File: src/sv/rtnp_pkg.sv
package rtnp_pkg;

  localparam int CHAR_W     = 8;
  localparam int FREQ_W     = 14;
  localparam int DUR_W      = 23;
  localparam int WNT_W      = 22;
  localparam int DURNUM_W   = 8;
  localparam int OCT_W      = 4;
  localparam int BASE_W     = 10;
  localparam int CFG_DATA_W = 32;
  localparam int CFG_ADDR_W = 2;

  localparam logic [CFG_ADDR_W-1:0] REG_WNT_ADDR = CFG_ADDR_W'(0);
  localparam logic [WNT_W-1:0]      WNT_RESET    = WNT_W'(2000000);

  localparam logic [DURNUM_W-1:0] DEF_DUR_RESET = DURNUM_W'(4);
  localparam logic [OCT_W-1:0]    DEF_OCT_RESET = OCT_W'(6);
  localparam logic [OCT_W-1:0]    OCT_MAX       = OCT_W'(9);
  localparam logic [OCT_W-1:0]    OCT_BASE      = OCT_W'(5);

  localparam logic [FREQ_W-1:0] FREQ_MIN = FREQ_W'(440);
  localparam logic [FREQ_W-1:0] FREQ_MAX = FREQ_W'(13280);

  typedef struct packed {
    logic zero;
    logic colon;
    logic comma;
    logic hash;
    logic dot;
    logic digit;
    logic lower;
  } chr_class_t;

  typedef struct packed {
    chr_class_t cls;
    logic       div_done;
  } dp_status_t;

  typedef struct packed {
    logic clear_all;
    logic key_load;
    logic acc_digit;
    logic def_commit;
    logic note_init;
    logic dur_first;
    logic dur_second;
    logic letter_set;
    logic sharp_set;
    logic dot_set;
    logic oct_set;
    logic note_end;
    logic out_load;
  } dp_cmd_t;

  // Base frequencies of a to g, and their sharpened values scaled by 10595/10000.
  function automatic logic [BASE_W-1:0] tone_freq(input logic [2:0] idx, input logic sharp);
    logic [BASE_W-1:0] f;
    case ({sharp, idx})
      4'h1: f = BASE_W'(440);
      4'h2: f = BASE_W'(494);
      4'h3: f = BASE_W'(523);
      4'h4: f = BASE_W'(587);
      4'h5: f = BASE_W'(659);
      4'h6: f = BASE_W'(698);
      4'h7: f = BASE_W'(784);
      4'h9: f = BASE_W'(466);
      4'hA: f = BASE_W'(523);
      4'hB: f = BASE_W'(554);
      4'hC: f = BASE_W'(621);
      4'hD: f = BASE_W'(698);
      4'hE: f = BASE_W'(739);
      4'hF: f = BASE_W'(830);
      default: f = '0;
    endcase
    return f;
  endfunction

endpackage

File: src/sv/rtnp_char_if.sv
interface rtnp_char_if import rtnp_pkg::*; ();
  logic              valid;
  logic              ready;
  logic [CHAR_W-1:0] char_code;

  modport source (output valid, output char_code, input ready);
  modport sink (input valid, input char_code, output ready);
endinterface

File: src/sv/rtnp_note_if.sv
interface rtnp_note_if import rtnp_pkg::*; ();
  logic              valid;
  logic              ready;
  logic [FREQ_W-1:0] frequency_hz;
  logic [DUR_W-1:0]  note_duration;
  logic              last_note;

  modport source (output valid, output frequency_hz, output note_duration, output last_note,
                  input ready);
  modport sink (input valid, input frequency_hz, input note_duration, input last_note,
                output ready);
endinterface

File: src/sv/rtnp_div.sv
module rtnp_div import rtnp_pkg::*; (
  input  logic                clk,
  input  logic                rst,
  input  logic                start,
  input  logic [WNT_W-1:0]    dividend,
  input  logic [DURNUM_W-1:0] divisor,
  output logic                done,
  output logic [WNT_W-1:0]    quotient
);

  localparam int CNT_W = $clog2(WNT_W);

  logic [WNT_W-1:0]    quo;
  logic [DURNUM_W-1:0] rem;
  logic [DURNUM_W-1:0] dvs;
  logic [CNT_W-1:0]    cnt;
  logic                busy;
  logic                zero_div;
  logic [DURNUM_W:0]   trial;
  logic [DURNUM_W:0]   diff;
  logic                fits;

  assign trial = {rem, quo[WNT_W-1]};
  assign fits  = trial >= {1'b0, dvs};
  assign diff  = trial - {1'b0, dvs};

  always_ff @(posedge clk) begin
    if (rst) begin
      busy <= 1'b0;
      done <= 1'b0;
    end else if (start) begin
      busy <= 1'b1;
      done <= 1'b0;
    end else if (busy && cnt == '0) begin
      busy <= 1'b0;
      done <= 1'b1;
    end
  end

  always_ff @(posedge clk) begin
    if (start) begin
      quo      <= dividend;
      rem      <= '0;
      dvs      <= divisor;
      cnt      <= CNT_W'(WNT_W - 1);
      zero_div <= (divisor == '0);
    end else if (busy) begin
      quo <= {quo[WNT_W-2:0], fits};
      rem <= fits ? diff[DURNUM_W-1:0] : trial[DURNUM_W-1:0];
      cnt <= cnt - CNT_W'(1);
    end
  end

  assign quotient = zero_div ? '0 : quo;

endmodule

File: src/sv/rtnp_ctrl.sv
module rtnp_ctrl import rtnp_pkg::*; (
  input  logic       clk,
  input  logic       rst,
  input  logic       in_valid,
  output logic       in_ready,
  output logic       out_valid,
  input  logic       out_ready,
  input  dp_status_t status,
  output dp_cmd_t    cmd
);

  localparam logic [3:0] PH_TITLE  = 4'd0;
  localparam logic [3:0] PH_DEFKEY = 4'd1;
  localparam logic [3:0] PH_DEFVAL = 4'd2;
  localparam logic [3:0] PH_START  = 4'd3;
  localparam logic [3:0] PH_DUR1   = 4'd4;
  localparam logic [3:0] PH_DUR2   = 4'd5;
  localparam logic [3:0] PH_LETTER = 4'd6;
  localparam logic [3:0] PH_SHARP  = 4'd7;
  localparam logic [3:0] PH_DOT    = 4'd8;
  localparam logic [3:0] PH_OCT    = 4'd9;
  localparam logic [3:0] PH_SEP    = 4'd10;

  localparam logic SEQ_IDLE = 1'b0;
  localparam logic SEQ_DIV  = 1'b1;

  logic [3:0] phase;
  logic [3:0] phase_next;
  logic       seq;
  logic       seq_next;
  logic       out_valid_next;
  logic       accept;
  logic       note_tail;
  logic       out_load;
  dp_cmd_t    cmd_phase;
  chr_class_t cls;

  assign cls      = status.cls;
  assign in_ready = (seq == SEQ_IDLE);
  assign accept   = in_valid && in_ready;

  always_comb begin
    phase_next = phase;
    cmd_phase  = '0;
    note_tail  = 1'b0;
    if (accept) begin
      case (phase)
        PH_TITLE: begin
          if (cls.zero) cmd_phase.clear_all = 1'b1;
          else if (cls.colon) phase_next = PH_DEFKEY;
        end
        PH_DEFKEY: begin
          if (cls.zero) cmd_phase.clear_all = 1'b1;
          else if (cls.colon) phase_next = PH_START;
          else if (cls.lower) begin
            cmd_phase.key_load = 1'b1;
            phase_next         = PH_DEFVAL;
          end
        end
        PH_DEFVAL: begin
          if (cls.zero) cmd_phase.clear_all = 1'b1;
          else if (cls.digit) cmd_phase.acc_digit = 1'b1;
          else if (cls.colon || cls.comma) begin
            cmd_phase.def_commit = 1'b1;
            phase_next           = cls.colon ? PH_START : PH_DEFKEY;
          end
        end
        PH_START, PH_DUR1: begin
          cmd_phase.note_init = (phase == PH_START);
          if (cls.zero) cmd_phase.clear_all = 1'b1;
          else if (cls.digit) begin
            cmd_phase.dur_first = 1'b1;
            phase_next          = PH_DUR2;
          end else begin
            cmd_phase.letter_set = 1'b1;
            phase_next           = PH_SHARP;
          end
        end
        PH_DUR2: begin
          if (cls.digit) begin
            cmd_phase.dur_second = 1'b1;
            phase_next           = PH_LETTER;
          end else if (cls.zero) cmd_phase.clear_all = 1'b1;
          else begin
            cmd_phase.letter_set = 1'b1;
            phase_next           = PH_SHARP;
          end
        end
        PH_LETTER: begin
          if (cls.zero) cmd_phase.clear_all = 1'b1;
          else begin
            cmd_phase.letter_set = 1'b1;
            phase_next           = PH_SHARP;
          end
        end
        PH_SHARP: begin
          if (cls.hash) begin
            cmd_phase.sharp_set = 1'b1;
            phase_next          = PH_DOT;
          end else if (cls.dot) begin
            cmd_phase.dot_set = 1'b1;
            phase_next        = PH_OCT;
          end else if (cls.digit) begin
            cmd_phase.oct_set = 1'b1;
            phase_next        = PH_SEP;
          end else note_tail = 1'b1;
        end
        PH_DOT: begin
          if (cls.dot) begin
            cmd_phase.dot_set = 1'b1;
            phase_next        = PH_OCT;
          end else if (cls.digit) begin
            cmd_phase.oct_set = 1'b1;
            phase_next        = PH_SEP;
          end else note_tail = 1'b1;
        end
        PH_OCT: begin
          if (cls.digit) begin
            cmd_phase.oct_set = 1'b1;
            phase_next        = PH_SEP;
          end else note_tail = 1'b1;
        end
        PH_SEP: note_tail = 1'b1;
        default: cmd_phase.clear_all = 1'b1;
      endcase
      if (note_tail && (cls.comma || cls.zero)) begin
        cmd_phase.note_end  = 1'b1;
        cmd_phase.clear_all = cls.zero;
        phase_next          = PH_START;
      end
      if (cmd_phase.clear_all) phase_next = PH_TITLE;
    end
  end

  always_comb begin
    seq_next = seq;
    out_load = 1'b0;
    case (seq)
      SEQ_IDLE: if (cmd_phase.note_end) seq_next = SEQ_DIV;
      SEQ_DIV: begin
        if (status.div_done && (!out_valid || out_ready)) begin
          out_load = 1'b1;
          seq_next = SEQ_IDLE;
        end
      end
      default: seq_next = SEQ_IDLE;
    endcase
  end

  always_comb begin
    cmd          = cmd_phase;
    cmd.out_load = out_load;
  end

  assign out_valid_next = out_load ? 1'b1 : (out_ready ? 1'b0 : out_valid);

  always_ff @(posedge clk) begin
    if (rst) begin
      phase     <= PH_TITLE;
      seq       <= SEQ_IDLE;
      out_valid <= 1'b0;
    end else begin
      phase     <= phase_next;
      seq       <= seq_next;
      out_valid <= out_valid_next;
    end
  end

endmodule

File: src/sv/rtnp_datapath.sv
module rtnp_datapath import rtnp_pkg::*; (
  input  logic              clk,
  input  logic              rst,
  input  logic [CHAR_W-1:0] char_code,
  input  logic [WNT_W-1:0]  whole_note_time,
  input  dp_cmd_t           cmd,
  output dp_status_t        status,
  output logic [FREQ_W-1:0] frequency_hz,
  output logic [DUR_W-1:0]  note_duration,
  output logic              last_note
);

  localparam logic [CHAR_W-1:0] CH_NUL    = 8'h00;
  localparam logic [CHAR_W-1:0] CH_HASH   = 8'h23;
  localparam logic [CHAR_W-1:0] CH_COMMA  = 8'h2C;
  localparam logic [CHAR_W-1:0] CH_DOT    = 8'h2E;
  localparam logic [CHAR_W-1:0] CH_ZERO   = 8'h30;
  localparam logic [CHAR_W-1:0] CH_NINE   = 8'h39;
  localparam logic [CHAR_W-1:0] CH_COLON  = 8'h3A;
  localparam logic [CHAR_W-1:0] CH_LOW_A  = 8'h61;
  localparam logic [CHAR_W-1:0] CH_LOW_D  = 8'h64;
  localparam logic [CHAR_W-1:0] CH_LOW_G  = 8'h67;
  localparam logic [CHAR_W-1:0] CH_LOW_O  = 8'h6F;
  localparam logic [CHAR_W-1:0] CH_LOW_Z  = 8'h7A;

  localparam logic [1:0] KEY_OTHER = 2'd0;
  localparam logic [1:0] KEY_DUR   = 2'd1;
  localparam logic [1:0] KEY_OCT   = 2'd2;

  localparam int NUM_W   = DURNUM_W + 4;
  localparam int FWIDE_W = BASE_W + 2**OCT_W;

  chr_class_t cls;
  logic       is_ag;
  logic [3:0] digit;

  logic [DURNUM_W-1:0] default_duration;
  logic [OCT_W-1:0]    default_octave;
  logic [1:0]          default_key;
  logic [DURNUM_W-1:0] acc;
  logic [DURNUM_W-1:0] cur_dur;
  logic [OCT_W-1:0]    cur_oct;
  logic [2:0]          note_idx;
  logic                sharp;
  logic                dotted;

  logic [FREQ_W-1:0] pend_freq;
  logic              pend_dot;
  logic              pend_last;

  logic [NUM_W-1:0]   acc_wide;
  logic [NUM_W-1:0]   dur_wide;
  logic [BASE_W-1:0]  base_freq;
  logic [OCT_W-1:0]   shamt;
  logic [FWIDE_W-1:0] freq_wide;
  logic               div_done;
  logic [WNT_W-1:0]   quotient;
  logic [DUR_W:0]     triple;

  assign cls.zero  = (char_code == CH_NUL);
  assign cls.colon = (char_code == CH_COLON);
  assign cls.comma = (char_code == CH_COMMA);
  assign cls.hash  = (char_code == CH_HASH);
  assign cls.dot   = (char_code == CH_DOT);
  assign cls.digit = (char_code >= CH_ZERO) && (char_code <= CH_NINE);
  assign cls.lower = (char_code >= CH_LOW_A) && (char_code <= CH_LOW_Z);
  assign is_ag     = (char_code >= CH_LOW_A) && (char_code <= CH_LOW_G);
  assign digit     = char_code[3:0];

  assign status.cls      = cls;
  assign status.div_done = div_done;

  assign acc_wide = NUM_W'(acc) * NUM_W'(10) + NUM_W'(digit);
  assign dur_wide = NUM_W'(cur_dur) * NUM_W'(10) + NUM_W'(digit);

  always_ff @(posedge clk) begin
    if (rst || cmd.clear_all) begin
      default_duration <= DEF_DUR_RESET;
      default_octave   <= DEF_OCT_RESET;
      default_key      <= KEY_OTHER;
      acc              <= '0;
      cur_dur          <= '0;
      cur_oct          <= '0;
      note_idx         <= '0;
      sharp            <= 1'b0;
      dotted           <= 1'b0;
    end else begin
      if (cmd.key_load) begin
        acc <= '0;
        if (char_code == CH_LOW_O) default_key <= KEY_OCT;
        else if (char_code == CH_LOW_D) default_key <= KEY_DUR;
        else default_key <= KEY_OTHER;
      end
      if (cmd.acc_digit) begin
        acc <= (acc_wide > NUM_W'(255)) ? '1 : acc_wide[DURNUM_W-1:0];
      end
      if (cmd.def_commit) begin
        if (default_key == KEY_OCT) begin
          default_octave <= (acc > DURNUM_W'(OCT_MAX)) ? OCT_MAX : acc[OCT_W-1:0];
        end else if (default_key == KEY_DUR) begin
          default_duration <= acc;
        end
      end
      if (cmd.note_init) begin
        cur_dur  <= default_duration;
        cur_oct  <= default_octave;
        dotted   <= 1'b0;
        note_idx <= '0;
        sharp    <= 1'b0;
      end
      if (cmd.dur_first) cur_dur <= DURNUM_W'(digit);
      if (cmd.dur_second) cur_dur <= dur_wide[DURNUM_W-1:0];
      if (cmd.letter_set) begin
        note_idx <= is_ag ? char_code[2:0] : 3'd0;
        sharp    <= 1'b0;
      end
      if (cmd.sharp_set) sharp <= 1'b1;
      if (cmd.dot_set) dotted <= 1'b1;
      if (cmd.oct_set) cur_oct <= digit;
    end
  end

  // Octaves above the base one double the frequency; the result keeps its low bits.
  assign base_freq = tone_freq(note_idx, sharp);
  assign shamt     = (cur_oct > OCT_BASE) ? cur_oct - OCT_BASE : '0;
  assign freq_wide = FWIDE_W'(base_freq) << shamt;

  always_ff @(posedge clk) begin
    if (cmd.note_end) begin
      pend_freq <= freq_wide[FREQ_W-1:0];
      pend_dot  <= dotted;
      pend_last <= cls.zero;
    end
  end

  rtnp_div u_div (
    .clk      (clk),
    .rst      (rst),
    .start    (cmd.note_end),
    .dividend (whole_note_time),
    .divisor  (cur_dur),
    .done     (div_done),
    .quotient (quotient)
  );

  assign triple = (DUR_W+1)'(quotient) + (DUR_W+1)'({quotient, 1'b0});

  always_ff @(posedge clk) begin
    if (cmd.out_load) begin
      frequency_hz  <= pend_freq;
      note_duration <= pend_dot ? triple[DUR_W:1] : DUR_W'(quotient);
      last_note     <= pend_last;
    end
  end

endmodule

File: src/sv/ringtone_text_note_parser.sv
// A character that completes a note starts the duration divider, whose 22 iterations
// give the duration; input is not taken until the note reaches the output register.
// Every other character is taken while no divide is pending and yields no result.
// A finished note waits in the output register while the next characters are taken.
// Synchronous active-high reset returns the parser to the title phase, clears the output valid
// and sets the whole-note time to 2000000.
module ringtone_text_note_parser import rtnp_pkg::*; (
  input  logic                  clk,
  input  logic                  rst,
  rtnp_char_if.sink             char_in,
  rtnp_note_if.source           note_out,
  input  logic                  psel,
  input  logic                  penable,
  input  logic                  pwrite,
  input  logic [CFG_ADDR_W-1:0] paddr,
  input  logic [CFG_DATA_W-1:0] pwdata,
  output logic [CFG_DATA_W-1:0] prdata,
  output logic                  pready
);

  logic [WNT_W-1:0] whole_note_time;
  dp_cmd_t          cmd;
  dp_status_t       status;
  logic             in_ready;
  logic             out_valid;

  assign pready = 1'b1;

  always_ff @(posedge clk) begin
    if (rst) begin
      whole_note_time <= WNT_RESET;
    end else if (psel && penable && pwrite && paddr == REG_WNT_ADDR) begin
      whole_note_time <= pwdata[WNT_W-1:0];
    end
  end

  assign prdata = (paddr == REG_WNT_ADDR) ? CFG_DATA_W'(whole_note_time) : '0;

  rtnp_ctrl u_ctrl (
    .clk       (clk),
    .rst       (rst),
    .in_valid  (char_in.valid),
    .in_ready  (in_ready),
    .out_valid (out_valid),
    .out_ready (note_out.ready),
    .status    (status),
    .cmd       (cmd)
  );

  rtnp_datapath u_datapath (
    .clk             (clk),
    .rst             (rst),
    .char_code       (char_in.char_code),
    .whole_note_time (whole_note_time),
    .cmd             (cmd),
    .status          (status),
    .frequency_hz    (note_out.frequency_hz),
    .note_duration   (note_out.note_duration),
    .last_note       (note_out.last_note)
  );

  assign char_in.ready  = in_ready;
  assign note_out.valid = out_valid;

endmodule

File: src/flat_wrapper.sv
// flat-port wrapper written by rule: the top's interface ports become plain ports
module ringtone_text_note_parser_flat import rtnp_pkg::*;
  (clk, rst, psel, penable, pwrite, paddr, pwdata, prdata, pready, char_in_valid, char_in_char_code, char_in_ready, note_out_valid, note_out_frequency_hz, note_out_note_duration, note_out_last_note, note_out_ready);
  rtnp_char_if char_in_i ();
  rtnp_note_if note_out_i ();
  input  logic clk;
  input  logic rst;
  input  logic psel;
  input  logic penable;
  input  logic pwrite;
  input  logic [CFG_ADDR_W-1:0] paddr;
  input  logic [CFG_DATA_W-1:0] pwdata;
  output logic [CFG_DATA_W-1:0] prdata;
  output logic pready;
  input wire logic [$bits(char_in_i.valid)-1:0] char_in_valid;
  input wire logic [$bits(char_in_i.char_code)-1:0] char_in_char_code;
  output wire logic [$bits(char_in_i.ready)-1:0] char_in_ready;
  output wire logic [$bits(note_out_i.valid)-1:0] note_out_valid;
  output wire logic [$bits(note_out_i.frequency_hz)-1:0] note_out_frequency_hz;
  output wire logic [$bits(note_out_i.note_duration)-1:0] note_out_note_duration;
  output wire logic [$bits(note_out_i.last_note)-1:0] note_out_last_note;
  input wire logic [$bits(note_out_i.ready)-1:0] note_out_ready;
  assign char_in_i.valid = char_in_valid;
  assign char_in_i.char_code = char_in_char_code;
  assign char_in_ready = char_in_i.ready;
  assign note_out_valid = note_out_i.valid;
  assign note_out_frequency_hz = note_out_i.frequency_hz;
  assign note_out_note_duration = note_out_i.note_duration;
  assign note_out_last_note = note_out_i.last_note;
  assign note_out_i.ready = note_out_ready;
  ringtone_text_note_parser u_core (.clk(clk), .rst(rst), .char_in(char_in_i), .note_out(note_out_i), .psel(psel), .penable(penable), .pwrite(pwrite), .paddr(paddr), .pwdata(pwdata), .prdata(prdata), .pready(pready));
endmodule
File: config.mk
export PLATFORM = sky130hd
export DESIGN_NAME = ringtone_text_note_parser_flat
export DESIGN_NICKNAME = d
export VERILOG_FILES = /design/src/sv/rtnp_pkg.sv /design/src/sv/rtnp_char_if.sv /design/src/sv/rtnp_note_if.sv /design/src/sv/rtnp_div.sv /design/src/sv/rtnp_ctrl.sv /design/src/sv/rtnp_datapath.sv /design/src/sv/ringtone_text_note_parser.sv /design/src/flat_wrapper.sv
export SDC_FILE = /design/constraint.sdc
export NUM_CORES = 1
export LEC_CHECK = 0
export BUFFER_PORTS_ARGS = -buffer_cell sky130_fd_sc_hd__buf_2
export CAP_MARGIN = 20
export CORE_MARGIN = 3
export CORE_UTILIZATION = 27
export CTS_CLUSTER_SIZE = 24
export DETAILED_ROUTE_END_ITERATION = 8
export SYNTH_ARGS = -nofsm -noshare
export SYNTH_HDL_FRONTEND = slang
export SYNTH_SLANG_ARGS = --single-unit
File: constraint.sdc
create_clock -name clk -period 3.14 [get_ports clk]
set_input_delay 0.471 -clock clk [delete_from_list [all_inputs] [get_ports clk]]
set_output_delay 0.471 -clock clk [all_outputs]
set_load 0.01 [all_outputs]
==> summary.txt, run 1 <==
STA
  – Fin. max-slew vios: 0
  – Setup violators final: 0
  – Worst slew pin tran: 0.788 ns
  – Slew headroom: 0.475
  – Final worst-path cycle share: 0.956
  – Fmax: 333 MHz
  – Minimum clock period: 3.00 ns
  – Setup Skew: 0.0142 ns
  – Final Hold Viols: 0

Floorplan
  – Row Count: 71
  – I/O pins: 122
  – Die height: 202 um
  – Die Span X: 202 um
  – DIE AREA: 0.0408 mm^2
  – Initial core utilization: 0.275
  – Core Region: 0.0378 mm^2

Critical path
  – CP startpoint kind: flip-flop
  – Crit path DAT: 3.19 ns
  – Endpoint class of the critical path: flip-flop
  – Worst Path Required: 3.33 ns
  – CP max FO: 6
  – Critical path class: flip-flop to flip-flop

Hold path
  – Hold crit path type: input port to flip-flop

Synthesis
  – Post-synth EDFFs: 85
  – Multiplexer share of the synthesized area: 0.0651
  – Sequential area share after synthesis: 0.404
  – Most frequent cell after synthesis: nand2_1
  – Top cells by count, synth: nand2_1, edfxtp_1, dfxtp_1
  – #FFs+latches synth: 167
  – XOR/XNOR Fraction of Synth Area: 0.0304
  – Syn_area_per_cell: 9.17 um^2
  – Area leader, netlist: edfxtp_1
  – Ys async rst share: 0
  – Syn Inst Count: 1132
  – Synth top area cells: edfxtp_1, dfxtp_1, ha_1
  – Compound-Gate Fraction of Synth Area: 0.155
  – Largest family of logic cells by synthesized area: simple AND/OR/NAND/NOR gates
  – Adder-cell share of the synthesized area: 0.0875
  – Simple-gate area share of the yosys netlist: 0.215
  – Post-synthesis cell type count: 86
  – Yosys top cell area share: 0.246
  – Synth Flop Type: edfxtp_1
  – Area of the mapped netlist: 0.0104 mm^2
  – YS warnings: 0

Status
  – Status: complete, no violations

Global route
  – Vias in the first global route: 7985
  – Initial antenna violation count: 0
  – GRT Residual Overflow: 0
  – First-pass GRT wire length: 41100 um
  – Largest net degree at the start of global routing: 39
  – Total GRT Usage: 0.120

Layout
  – Fillcell total: 3875
  – # diodes: 0
  – Design area: 0.0121 mm^2
  – Nets: 1349
  – Layout Area Growth over Synthesis: 16.8%
  – Share of cells above drive strength 1: 0.174
  – Utilization after layout: 0.321

CTS
  – CTS Sinks: 167
  – PostCTS Resize Cnt: 0
  – Post-CTS Hold Fix Bufs: 0
  – H-Tree Depth: 4
  – CTS root buf: clkbuf_16
  – TritonCTS clock tree: yes
  – Worst-Skew Late Latency: 0.43 ns
  – Clock Path Buffers: 2
  – Clock-pin slew on the worst setup and hold paths: 0.07 ns
  – Total CTS buffers: 17
  – Setup Fix Bufs, Post-CTS: 0

Run
  – Max_cap viols: 0

Detailed routing
  – Initial drt markers: 676
  – Residual DRC: 0
  – Drt total wl: 24600 um
  – Wire per inst: 14.0 um
  – First-pass DRT Iterations: 5
  – Vias: 8258
  – Detail Route Antenna Nets: 0
  – Via density: 4.71

Pwr
  – Switching power: 1160 uW
  – Part of the power in registers: 0.495
  – Sw Ratio: 0.249
  – Combinational Power Share: 0.065
  – VDD IR-drop max: 0.377 mV
  – Power Internal: 3520 uW
  – Clock share of power: 0.440
  – Static leakage: 0.00520 uW
  – Power per cell area: 386 mW/mm^2

Place
  – DP Wirelength: 18700 um
  – Routability cong.: 0.905
  – Total placed instance area: 0.0115 mm^2
  – Port bufs: 100
-- layout by cell type, fill, tap and decap left out, types with 6 or more instances in the layout --
| cell type | n |
|---|---|
| buf_4 | 28 |
| nor3_1 | 16 |
| nand2b_1 | 14 |
| conb_1 | 11 |
| o21ai_1 | 10 |
| mux2i_1 | 36 |
| nor2_1 | 81 |
| fa_1 | 6 |
| inv_6 | 7 |
| and2_1 | 30 |
| edfxtp_1 | 85 |
| a21o_1 | 13 |
| o211ai_1 | 8 |
| a21oi_1 | 74 |
| ha_1 | 62 |
| nand3b_1 | 18 |
| a21boi_1 | 9 |
| xor2_1 | 8 |
| dfxtp_1 | 82 |
| nand3_1 | 21 |
| mux2_2 | 21 |
| buf_2 | 100 |
| nand4_1 | 7 |
| o21ai_0 | 41 |
| nor2b_1 | 37 |
| xnor2_1 | 28 |
| clkbuf_16 | 18 |
| a211oi_1 | 23 |
| inv_1 | 42 |
| o21a_1 | 8 |
| nand2_1 | 187 |
-- layout make-up --
class | count | area [um^2] | area share
Clock buffer | 18 | 450 | 0.0371
Clock inverter | 14 | 125 | 0.0103
Inverter | 44 | 165 | 0.0136
Multi-Input combinational cell | 871 | 5810 | 0.479
Sequential cell | 167 | 4190 | 0.346
Tap cell | 511 | 639 | 0.0527
Timing Repair Buffer | 130 | 751 | 0.0619
-- worst paths after layout --
check / cells after the start / slack [ns] / to / from
setup / recovery: 9 / 0.14 / u_core.u_datapath.note_duration[15] / u_core.u_datapath.u_div.zero_div
hold / removal: 3 / 0.26 / u_core.whole_note_time[17] / pwdata[17]
setup reg to reg: 9 / 0.14 / u_core.u_datapath.note_duration[15] / u_core.u_datapath.u_div.zero_div
hold reg to reg: 0 / 0.42 / u_core.u_datapath.frequency_hz[4] / u_core.u_datapath.pend_freq[4]
-- per-stage QoR --
stage	TNS [ns]	power, uW	cells	worst slack, ns	hold WS (ns)
after floorplan	0	2590	1141	0.105	0.400
after global placement	0	2670	1723	0.110	0.405
after detailed placement	0	2670	1723	0.0853	0.405
after CTS	0	4740	1755	0.0748	0.233
after global routing	-0.0114	4870	1755	-0.0103	0.245
final	0	4680	1755	0.137	0.260
-- critical path, cell delays in order (launching register included) --
cell,delay (ns)
edfxtp_1,0.48
nor2b_1,0.29
ha_1,0.34
a211o_1,0.37
o221a_1,0.27
nand3_1,0.20
a21oi_1,0.10
o21a_1,0.19
or3_1,0.30
a31o_1,0.22
-- sequential cells by signal (all words and copies together), names as in the netlist, 2 cells and up --
name	cells
u_core.u_datapath.note_duration	23
u_core.u_datapath.u_div.quo	22
u_core.whole_note_time	22
u_core.u_datapath.frequency_hz	14
u_core.u_datapath.pend_freq	14
u_core.u_datapath.acc	8
u_core.u_datapath.cur_dur	8
u_core.u_datapath.default_duration	8
u_core.u_datapath.u_div.dvs	8
u_core.u_datapath.u_div.rem	8
u_core.u_datapath.u_div.cnt	5
u_core.u_ctrl.phase	4
u_core.u_datapath.cur_oct	4
u_core.u_datapath.default_octave	4
u_core.u_datapath.note_idx	3
u_core.u_datapath.default_key	2
-- cells by family after synthesis --
logic type | count (synthesis)
simple gates | 452
buf+inv | 103
compound gates | 242
xor+xnor | 36
fa+ha+maj | 69
mux | 61
other cells | 2
flops | 167
-- power by group through the flow --
stage,logic [uW],registers [uW],clock network (uW)
5_1_grt,345,2320,2210
6_report,306,2320,2060
2_1_floorplan,230,2360,0
3_3_place_gp,300,2370,0
3_5_place_dp,307,2370,0
4_1_cts,308,2320,2120
-- routing by layer --
layer  up-vias  GRT usage  part of all wire
li1       4213          -                 -
met1      3850      0.163              0.48
met2       176      0.202              0.47
met3        19     0.0206             0.038
met4         0     0.0280             0.011
met5         -          0                 0
No activity file was read; power rests on OpenSTA's default activity.
==> inputs of run 2 (changes only) <==
--- a/config.mk
+++ b/config.mk
@@ -7,7 +7,6 @@
 export LEC_CHECK = 0
 export BUFFER_PORTS_ARGS = -buffer_cell sky130_fd_sc_hd__buf_2
 export CAP_MARGIN = 20
-export CORE_MARGIN = 3
 export CORE_UTILIZATION = 27
 export CTS_CLUSTER_SIZE = 24
 export DETAILED_ROUTE_END_ITERATION = 8
==> constraint.sdc (replaced) <==
create_clock -name clk -period 3.6 [get_ports clk]
set_input_delay 0.54 -clock clk [delete_from_list [all_inputs] [get_ports clk]]
set_output_delay 0.54 -clock clk [all_outputs]
set_load 0.01 [all_outputs]
==> run 2 against run 1 <==
Effect of this change:
- clock-buffer cell count rose by 1
- sequential power fell by 13%
- sequential share of layout area increased by 0.46 points
- critical endpoint is now u_core.u_datapath.note_duration[16]
- combinational power shrank 16%
- hold slack better by 0.063 ns
- global-route usage is 0.56 points higher
- clock skew is 0.0028 ns lower
- wire length is 0.33% lower
- non-clock buffer count decreased by 16
==> summary.txt, run 2 (synthesized netlist as in run 1, its figures left out) <==
Status
  – Status: complete, no violations

Detailed routing
  – Residual DRC: 0 (unchanged)
  – Detail Route Antenna Nets: 0 (unchanged)
  – Vias: 8274 (+0.19%)
  – Drt total wl: 24500 um (-0.33%)
  – Wire per inst: 14.1 um (+0.59%)
  – Initial drt markers: 452 (-33%)
  – First-pass DRT Iterations: 7 (+2)
  – Via density: 4.76 (+1.1%)

Pwr
  – Power per cell area: 338 mW/mm^2 (-12%)
  – Static leakage: 0.00514 uW (-1.2%)
  – Power, Total: 4050 uW (-13%)
  – VDD IR-drop max: 0.304 mV (-20%)

CTS
  – Total CTS buffers: 17 (unchanged)
  – Worst-Skew Late Latency: 0.43 ns (about the same)
  – CTS Sinks: 167 (unchanged)
  – CTS root buf: clkbuf_16
  – PostCTS Resize Cnt: 0 (unchanged)
  – Clock Path Buffers: 2 (unchanged)
  – Post-CTS Hold Fix Bufs: 0 (unchanged)
  – Setup Fix Bufs, Post-CTS: 0 (unchanged)
  – TritonCTS clock tree: yes
  – Clock-pin slew on the worst setup and hold paths: 0.07 ns (about the same)
  – H-Tree Depth: 4 (unchanged)

Critical path
  – Crit path DAT: 3.30 ns (+0.11 ns)
  – CP startpoint kind: flip-flop
  – Endpoint class of the critical path: flip-flop
  – CP max FO: 20 (+14)
  – Worst R2R Setup Slack: 0.48 ns (+0.35 ns)
  – Critical path class: flip-flop to flip-flop
  – Worst Path Required: 3.78 ns (+0.45 ns)

Floorplan
  – Die height: 198 um (-2.0%)
  – Core Region: 0.0378 mm^2 (unchanged)
  – Row Count: 71 (unchanged)
  – Initial core utilization: 0.275 (unchanged)
  – I/O pins: 122 (unchanged)
  – DIE AREA: 0.0392 mm^2 (-3.9%)
  – Die Span X: 198 um (-2.0%)

STA
  – Worst slew pin tran: 0.918 ns (+0.130 ns)
  – Final Hold Viols: 0 (unchanged)
  – Fin Hold WS: 0.323 ns (+0.0630 ns)
  – RSZ-0062 raised after global routing: no
  – Final worst-path cycle share: 0.866 (-0.0906)
  – Slew headroom: 0.388 (-0.0868)
  – Minimum clock period: 3.12 ns (+0.114 ns)
  – Setup tns final: 0 ns (unchanged)
  – Setup violators final: 0 (unchanged)
  – Setup Skew: 0.0115 ns (-0.00277 ns)
  – Fmax: 321 MHz (-3.7%)
  – Fin. max-slew vios: 0 (unchanged)

Place
  – Port bufs: 100 (unchanged)
  – Routability cong.: 0.904 (about the same)
  – DP Wirelength: 18500 um (-0.86%)

Layout
  – Commonest non-fill, non-tap cell in the layout: nand2_1
  – Largest registers: u_core.u_datapath.note_duration (23), u_core.u_datapath.u_div.quo (22), u_core.whole_note_time (22)
  – # diodes: 0 (unchanged)
  – Most frequent cells in the layout: nand2_1, buf_2, edfxtp_1
  – Nets: 1333 (-1.2%)
  – Layout Area Growth over Synthesis: 15.3%
  – Largest reg by FF count: u_core.u_datapath.note_duration
  – Largest register FFs: 23 (unchanged)
  – Share of cells above drive strength 1: 0.157 (-0.0173)

Hold path
  – Hold crit path type: input port to flip-flop

Global route
  – GRT Residual Overflow: 0 (unchanged)
  – First-pass GRT wire length: 39700 um (-3.3%)
  – Vias in the first global route: 7844 (-1.8%)
  – Largest net degree at the start of global routing: 56 (+44%)
  – Total GRT Usage: 0.126 (+0.00560)
  – Initial antenna violation count: 0 (unchanged)

Run
  – Max_cap viols: 0 (unchanged)
[run 2: cell types whose count changed in the layout (fill, tap and decap cells not counted), moves of 2 or more]
cell | before | now
buf_4 | 28 | 11
inv_6 | 7 | 4
a211oi_1 | 23 | 25
a211oi_2 | 3 | 1
inv_4 | 1 | 3
o21ai_0 | 41 | 43
o21ai_1 | 10 | 8
[run 2: power by group]
part | switching [uW] | internal, uW | total, uW
Combinational | 151 | 105 | 256
Sequential | 20.3 | 2000 | 2020
Clock | 790 | 981 | 1770
Total | 961 | 3090 | 4050
[run 2: through the flow]
stage / worst slack (ns) / util / cell area, um^2 / std cells
floorplan: 0.565 / - / 10400 / 1141
global placement: 0.486 / 0.302 / 11400 / 1706
detailed placement: 0.494 / 0.302 / 11400 / 1706
CTS: 0.495 / 0.317 / 12000 / 1738
global route: 0.240 / 0.317 / 12000 / 1739
finish: 0.484 / 0.317 / 12000 / 1739
[run 2: final cells by class]
type / instances / area [um^2]
Multi-Input combinational cell: 871 / 5780
Timing Repair Buffer: 114 / 638
Inverter: 44 / 165
Tap cell: 511 / 639
Sequential cell: 167 / 4190
Fill cell: 3927 / 25800
Clock inverter: 13 / 118
Clock buffer: 19 / 443
[run 2: worst max-delay path: stages, from the launching register on]
cell and delay (ns):
edfxtp_1 0.40, buf_4 0.22, nor2b_1 0.24, ha_1 0.33, a211o_1 0.36, o311ai_1 0.26
o211ai_1 0.33, a221oi_2 0.36, xnor2_1 0.08, mux2_2 0.28
[run 2: worst paths after layout]
path	startpoint	depth (start not counted)	endpoint
worst max-delay path	u_core.u_datapath.u_div.zero_div	9	u_core.u_datapath.note_duration[16]
worst min-delay path	pwdata[18]	3	u_core.whole_note_time[18]
worst max register to register	u_core.u_datapath.u_div.zero_div	9	u_core.u_datapath.note_duration[16]
worst min register to register	u_core.u_datapath.pend_freq[13]	0	u_core.u_datapath.frequency_hz[13]
[run 2: metal layers]
layer	wire length (um)	up-vias	track usage
met5	0	-	0
met4	226	0	0.0327
met3	976	17	0.0179
met2	11800	186	0.220
met1	11600	3876	0.162
li1	-	4195	-
